File: config.mk
export PLATFORM = sky130hd
export DESIGN_NAME = keyed_record_table
export DESIGN_NICKNAME = d
export VERILOG_FILES = /design/src/sv/kr_pkg.sv /design/src/sv/keyed_record_table.sv /design/src/sv/kr_cell.sv
export SDC_FILE = /design/constraint.sdc
export NUM_CORES = 2
export LEC_CHECK = 0
export BUFFER_PORTS_ARGS = -buffer_cell sky130_fd_sc_hd__buf_4
export CAP_MARGIN = 20
export CORE_MARGIN = 1.5
export CORE_UTILIZATION = 30
export DETAILED_ROUTE_END_ITERATION = 6
export GPL_ROUTABILITY_DRIVEN = 1
export SYNTH_ARGS = -nofsm -noshare
export SYNTH_HDL_FRONTEND = slang
export SYNTH_SLANG_ARGS = --single-unit
File: constraint.sdc
create_clock -name clk -period 13.8 [get_ports clk]
set_clock_uncertainty 0.1 [all_clocks]
set_input_delay 1.38 -clock clk [delete_from_list [all_inputs] [get_ports clk]]
set_output_delay 1.38 -clock clk [all_outputs]
set_load 0.01 [all_outputs]
File: src/sv/kr_pkg.sv
// Shared record and cell-control types for the keyed record table.
`timescale 1ns / 1ps

package kr_pkg;

    localparam int KEY_W = 31;
    localparam int PAY_W = 32;

    // Operation codes carried on func
    typedef enum logic [1:0] {
        FN_INSERT = 2'd0,
        FN_LOOKUP = 2'd1,
        FN_DELETE = 2'd2,
        FN_UPDATE = 2'd3
    } func_t;

    // Result status codes
    typedef enum logic [1:0] {
        ST_OK   = 2'd0,
        ST_DUP  = 2'd1,
        ST_FULL = 2'd2,
        ST_MISS = 2'd3
    } status_t;

    // One stored record
    typedef struct packed {
        logic [KEY_W-1:0] key;
        logic             avail;
        logic [PAY_W-1:0] payload;
    } rec_t;

    // Command broadcast from the controller to every cell
    typedef struct packed {
        logic             cmp;      // capture key match for a new request
        logic [KEY_W-1:0] key;      // key searched
        logic             append;   // write new_rec into the slot at the count
        logic             update;   // overwrite the first matching slot
        logic             shift;    // pull neighbor record at and after first match
        rec_t             new_rec;  // record written by append or update
    } cell_ctl_t;

endpackage

File: src/sv/keyed_record_table.sv
// Top level of the keyed record table: controller, result register and cell row.
`timescale 1ns / 1ps

// Keyed record table: a compacted table of up to CAPACITY records (key, payload,
// availability flag), held one record per cell in a row of cells. In the cycle a
// request is accepted every cell compares its key in parallel and registers the
// match; in the execute state that follows, once the output register is free, the
// first match is resolved along the cell chain, the insert, update or delete is
// applied (delete shifts every later record down one cell in that same cycle) and
// the result is loaded into the output register. No new request is accepted while
// the controller is in its execute state; a stalled result holds the controller
// there. Slots beyond the fill count are never read, so the store needs no
// clearing after reset.
module keyed_record_table
    import kr_pkg::*;
#(
    parameter int CAPACITY = 16
)
(
    input  logic        clk,
    input  logic        rst_n,
    input  logic        req_valid,
    output logic        req_stall,
    input  logic [1:0]  func,
    input  logic [30:0] key,
    input  logic [30:0] new_key,
    input  logic [31:0] payload,
    input  logic        avail,
    output logic        rsp_valid,
    input  logic        rsp_stall,
    output logic [1:0]  status,
    output logic        found,
    output logic        record_avail,
    output logic [31:0] record_payload,
    output logic [4:0]  entry_total
);

    localparam int CNT_W = $clog2(CAPACITY + 1);

    typedef enum logic {
        S_IDLE,
        S_EXEC
    } state_t;

    state_t           state_reg;
    logic [CNT_W-1:0] count_reg;
    logic [CNT_W-1:0] count_next;
    logic             rsp_valid_reg;
    logic [1:0]       status_reg;
    logic             found_reg;
    logic             record_avail_reg;
    logic [31:0]      record_payload_reg;
    logic [4:0]       entry_total_reg;

    // Request fields held for the execute cycle
    logic [1:0]       func_reg;
    logic [30:0]      new_key_reg;
    logic [31:0]      payload_reg;
    logic             avail_reg;
    logic [30:0]      key_reg;

    logic             accept;
    logic             go;
    logic             hit;
    logic             full;
    cell_ctl_t        ctl;
    rec_t             hit_rec;
    status_t          status_next;
    logic             found_next;
    logic             rd_avail_next;
    logic [31:0]      rd_payload_next;

    logic [CAPACITY:0]   prior;
    logic [CAPACITY-1:0] first;
    rec_t                recs [CAPACITY+1];

    assign req_stall = (state_reg != S_IDLE);
    assign accept    = req_valid && !req_stall;
    assign go        = (state_reg == S_EXEC) && !(rsp_valid_reg && rsp_stall);
    assign hit       = prior[CAPACITY];
    assign full      = count_reg == CNT_W'(CAPACITY);

    // Chain ends
    assign prior[0]       = 1'b0;
    assign recs[CAPACITY] = '0;

    // Row of cells
    for (genvar i = 0; i < CAPACITY; i++)
    begin : g_cell
        kr_cell #(
            .IDX   (i),
            .CNT_W (CNT_W)
        ) u_cell (
            .clk          (clk),
            .ctl          (ctl),
            .count        (count_reg),
            .prior_in     (prior[i]),
            .neighbor_rec (recs[i+1]),
            .prior_out    (prior[i+1]),
            .first_hit    (first[i]),
            .rec          (recs[i])
        );
    end

    // Select the record of the first match
    always_comb
    begin
        hit_rec = '0;
        for (int i = 0; i < CAPACITY; i++)
        begin
            hit_rec = hit_rec | (first[i] ? recs[i] : '0);
        end
    end

    // Decide result, writes and next count
    always_comb
    begin
        status_next     = ST_OK;
        found_next      = 1'b0;
        rd_avail_next   = 1'b0;
        rd_payload_next = '0;
        count_next      = count_reg;

        ctl         = '0;
        ctl.cmp     = accept;
        ctl.key     = key;
        ctl.new_rec = '0;

        unique case (func_t'(func_reg))
            FN_INSERT:
            begin
                ctl.new_rec = '{key: key_reg, avail: avail_reg, payload: payload_reg};
                if (hit)
                begin
                    status_next = ST_DUP;
                    found_next  = 1'b1;
                end
                else if (full)
                begin
                    status_next = ST_FULL;
                end
                else
                begin
                    ctl.append = go;
                    count_next = count_reg + 1'b1;
                end
            end
            FN_LOOKUP:
            begin
                if (hit)
                begin
                    found_next      = 1'b1;
                    rd_avail_next   = hit_rec.avail;
                    rd_payload_next = hit_rec.payload;
                end
                else
                begin
                    status_next = ST_MISS;
                end
            end
            FN_DELETE:
            begin
                if (hit)
                begin
                    found_next = 1'b1;
                    ctl.shift  = go;
                    count_next = count_reg - 1'b1;
                end
                else
                begin
                    status_next = ST_MISS;
                end
            end
            FN_UPDATE:
            begin
                ctl.new_rec = '{key: new_key_reg, avail: avail_reg, payload: payload_reg};
                if (hit)
                begin
                    found_next = 1'b1;
                    ctl.update = go;
                end
                else
                begin
                    status_next = ST_MISS;
                end
            end
            default:
            begin
                status_next = ST_MISS;
            end
        endcase
    end

    // Hold request fields for the execute cycle
    always_ff @(posedge clk)
    begin
        if (accept)
        begin
            func_reg    <= func;
            key_reg     <= key;
            new_key_reg <= new_key;
            payload_reg <= payload;
            avail_reg   <= avail;
        end
    end

    // Advance state, count and the result register
    always_ff @(posedge clk or negedge rst_n)
    begin
        if (!rst_n)
        begin
            state_reg     <= S_IDLE;
            count_reg     <= '0;
            rsp_valid_reg <= 1'b0;
        end
        else
        begin
            unique case (state_reg)
                S_IDLE:
                begin
                    if (accept)
                    begin
                        state_reg <= S_EXEC;
                    end
                    if (rsp_valid_reg && !rsp_stall)
                    begin
                        rsp_valid_reg <= 1'b0;
                    end
                end
                S_EXEC:
                begin
                    if (go)
                    begin
                        state_reg     <= S_IDLE;
                        count_reg     <= count_next;
                        rsp_valid_reg <= 1'b1;
                    end
                    else if (!rsp_stall)
                    begin
                        rsp_valid_reg <= 1'b0;
                    end
                end
                default:
                begin
                    state_reg <= S_IDLE;
                end
            endcase
        end
    end

    // Load result payload
    always_ff @(posedge clk)
    begin
        if (go)
        begin
            status_reg         <= status_next;
            found_reg          <= found_next;
            record_avail_reg   <= rd_avail_next;
            record_payload_reg <= rd_payload_next;
            entry_total_reg    <= 5'(count_next);
        end
    end

    assign rsp_valid      = rsp_valid_reg;
    assign status         = status_reg;
    assign found          = found_reg;
    assign record_avail   = record_avail_reg;
    assign record_payload = record_payload_reg;
    assign entry_total    = entry_total_reg;

endmodule

File: src/sv/kr_cell.sv
// One slot of the table: stored record, match flag and compaction shift.
`timescale 1ns / 1ps

module kr_cell
    import kr_pkg::*;
#(
    parameter int IDX   = 0,
    parameter int CNT_W = 5
)
(
    input  logic             clk,
    input  cell_ctl_t        ctl,
    input  logic [CNT_W-1:0] count,
    input  logic             prior_in,
    input  rec_t             neighbor_rec,
    output logic             prior_out,
    output logic             first_hit,
    output rec_t             rec
);

    rec_t rec_reg;
    logic match_reg;
    logic occupied;
    logic at_count;

    // Slot position relative to the fill count
    assign occupied = CNT_W'(IDX) < count;
    assign at_count = CNT_W'(IDX) == count;

    // Resolve first match along the chain
    assign first_hit = match_reg & ~prior_in;
    assign prior_out = prior_in | match_reg;
    assign rec       = rec_reg;

    // Capture the key compare when a request is accepted
    always_ff @(posedge clk)
    begin
        if (ctl.cmp)
        begin
            match_reg <= occupied && (rec_reg.key == ctl.key);
        end
    end

    // Write, overwrite or shift down the stored record
    always_ff @(posedge clk)
    begin
        priority if (ctl.shift && prior_out)
        begin
            rec_reg <= neighbor_rec;
        end
        else if (ctl.update && first_hit)
        begin
            rec_reg <= ctl.new_rec;
        end
        else if (ctl.append && at_count)
        begin
            rec_reg <= ctl.new_rec;
        end
    end

endmodule

==> metrics.md <==
| Metric | Value |
|---|---|
| TritonCTS Sinks | 1,185 |
| Overall Global Routing Usage | 0.186 |
| Violated checks | DRC |
| Hold Path Class | in -> async |
| Port bufs | between 100 and 150 |
| Synth top area share | 0.583 |
| Initial Util | 0.302 |
| Endpoints failing setup | 0 |
| Post-cts resize count | 0 |
| Layout cell share with drive strength beyond 1 | 0.0936 |
| Post-synthesis sequential area ratio | 0.608 |
| Core ar. | ~0.19 mm² |
| H-tree depth | 3 |
| Required time worst endpoint | ~14 ns |
| Main synth FF type | edfxtp_1 |
| Cts hold-fix bufs | 0 |
| Pin count of the biggest net entering global routing | 101 |
| Die Y | 440 µm |
| Minimum clock period after layout | about 5.4 ns |
| Synth Area in XOR/XNOR | 0.0760 |
| Synth async-reset ratio | 0.00591 |
| Post-DRT Antenna Nets | 0 |
| Final HPWL from detailed placement | ~120,000 µm |
| Post-synth EDFFs | 1,114 |
| Row Count | 160 |
| Reg clk slew, reported paths | approximately 0.060 ns |
| Gpl congestion | 0.888 |
| VDD IR max | 0.000125 V |
| FF-to-FF End | g_cell[8].u_cell.rec[19] |
| P_leak | 20.6 nW |
| Grt total ovfl | 0 |
| Iteration count of the initial detailed-routing pass | 7 |
| DR vias | 42.4k |
| Combinational family with the most area after synthesis | compound AO/OA/AOI/OAI gates |
| Die W | about 440 µm |
| Most frequent cells in the layout | nand2_1, edfxtp_1, o21ai_0, xor2_1, a21oi_1 |
| Antenna violations before repair | 2 |
| CTS Root Buffer Type | clkbuf_16 |
| Setup Total Neg Slack | 0 ns |
| Worst-margin pin slew | 1.13 ns |
| Final Max Slew Viols | 0 |
| 1st-iter DRT viols | 5,841 |
| Peak Freq | 186 MHz |
| Post-synth top area cell | edfxtp_1 |
| Synth area leaders | edfxtp_1, o21ai_0, nand2_1 |
| RSZ-0062 raised after global routing | false |
| Vias per inst | 5.41 |
| Nets | around 5.3k |
| Commonest non-fill, non-tap cell in the layout | nand2_1 |
| DRC errors left | 6 |
| Critical setup path kind | in -> reg |
| Post-synth cell types | between 60 and 70 |
| Final Cycle Share | 0.390 |
| Mapped Nets | 5,511 |
| CP Capture Type | flip-flop |
| Avg Cell Area, Syn | 10.6 µm² |
| ANT cells | 0 |
| Worst Hold Slack | approximately 0.33 ns |
| Max capacitance violation total | 0 |
| Pwr per Cell Area | 137 mW/mm² |
| Status | complete, but fails checks |
| Final number of hold-violating endpoints | 0 |
| Post-Synthesis Cell Area | between 0.05 and 0.06 mm² |
| DRT Wirelength | 186,000 µm |
| Crit-path max FO | 53 |
| Clk_lat worst skew | between 0.7 and 0.8 ns |
| Flops & latches, synth | between 1k and 1.5k |
| Mux share of post-synthesis cell area | 0.000523 |
| Post-synthesis adder-cell area fraction | 0.00196 |
| Clock Tree Buf Depth | 3 |
| Synth Area in Simple Gates | 0.129 |
| Synth Area in Compound Gates | 0.148 |
| IO Pins | 144 |
| Cells after Synth | 5,401 |
| Worst setup SP type | input pin |
| Yosys warns | 0 |
| TritonCTS Buffers | 118 |
| Flop-to-flop setup slack | 8.65 ns |
| Worst slew margin | 0.245 |
| P&R area growth vs syn | 12.9% |
| Die Area | 0.194 mm² |
| Max FFs per register | 1,024 |
| Vias in the first global route | 40.1k |
| Worst R2R Start | g_cell[11].u_cell.match_reg |
| First-pass GRT wire length | 270,000 µm |
| CTS tree | yes |
| Worst Path Arrival | 5.68 ns |
| R2r worst-path depth | 7 |
| Drt wl/cell | 23.7 µm |
| Post-CTS setup buffer count | 0 |
worst max path at each step:
stage	startpoint	end
after global routing	rsp_stall	g_cell[8].u_cell.rec[18]
after floorplan	rsp_stall	g_cell[2].u_cell.rec[0]
after global placement	rsp_stall	g_cell[6].u_cell.rec[21]
after CTS	rsp_stall	g_cell[6].u_cell.rec[17]
final	rsp_stall	g_cell[8].u_cell.rec[19]
after detailed placement	rsp_stall	g_cell[6].u_cell.rec[17]
critical path, stage by stage:
cell and delay (ns):
buf_4 0.11, nand2_1 0.08, nand2_1 0.20, inv_2 0.12
buf_4 0.69, nand2_1 0.37, nor2_1 0.84, a21oi_1 0.26
o2bb2ai_4 0.93, buf_4 0.66
routing by layer:
layer  track usage  wire length [µm]  up-vias
met5             0                 0        -
met4        0.0581              5970        0
met3        0.0309             17000      311
met2         0.299             85700     2188
met1         0.255             77500    20933
li1              -                 -    19008
cell families after synthesis:
group / count (synthesis)
AOI/OAI and AO/OA: 1529
xor gates and xnor gates: 498
adders and majority gates: 9
buffers and inverters: 532
DFF: 1185
muxes: 3
and+or+nand+nor: 1645
stage by stage:
step	instances	area (µm²)	power, mW	worst slack (ns)	utilization
2_1_floorplan	5401	57400	5.01	6.16	-
3_3_place_gp	7608	60500	5.41	7.78	0.318
3_5_place_dp	7611	60500	5.43	7.70	0.319
4_1_cts	7836	64700	8.89	8.52	0.341
5_1_grt	7841	64800	9.13	8.22	0.341
6_report	7841	64800	8.87	8.41	0.341
synthesized netlist by cell type, types with 2 or more instances:
cell       instances
and3_1             5
or3_1              5
a2bb2oi_1         33
o221ai_1           2
xnor2_1           77
a221oi_1          34
o21ai_1            7
or4_1              2
a31oi_1           39
o2bb2ai_1          2
a22oi_1           64
nor3_1            33
clkbuf_1         442
dfrtp_1            7
edfxtp_1        1114
a21oi_1          281
a221o_1           35
buf_6              2
o21ai_0          967
inv_1              9
mux2i_1            3
nand3b_1         100
nand2_1         1118
buf_2             25
nor2_1            58
o31ai_1            3
ha_1               9
nand3_1           53
nand4_1           42
nor2b_1           36
dfxtp_1           64
nand2b_1          34
nor4_1           112
buf_1             52
and2_1             4
a2111oi_0          3
xor2_1           421
a211oi_1           9
o22ai_1            7
a41o_1             2
or4_4              2
o21a_1            33
or2_2             30
area by class of cell:
| class | instances | area, µm² |
|---|---|---|
| clock buffer | 156 | 3220 |
| sequential | 1185 | 34900 |
| clock inverter | 69 | 935 |
| tap | 2511 | 3140 |
| multi-input combinational | 3684 | 20800 |
| timing repair buffer | 225 | 1770 |
| fill | 18836 | 125000 |
| inverter | 11 | 41.3 |
power by group:
group | internal (mW) | total [mW] | switching (mW)
Combinational | 0.299 | 1.06 | 0.756
Sequential | 4.20 | 4.32 | 0.117
Clock | 1.99 | 3.49 | 1.50
Total | 6.49 | 8.87 | 2.38
(Power assumes the default switching activity.)
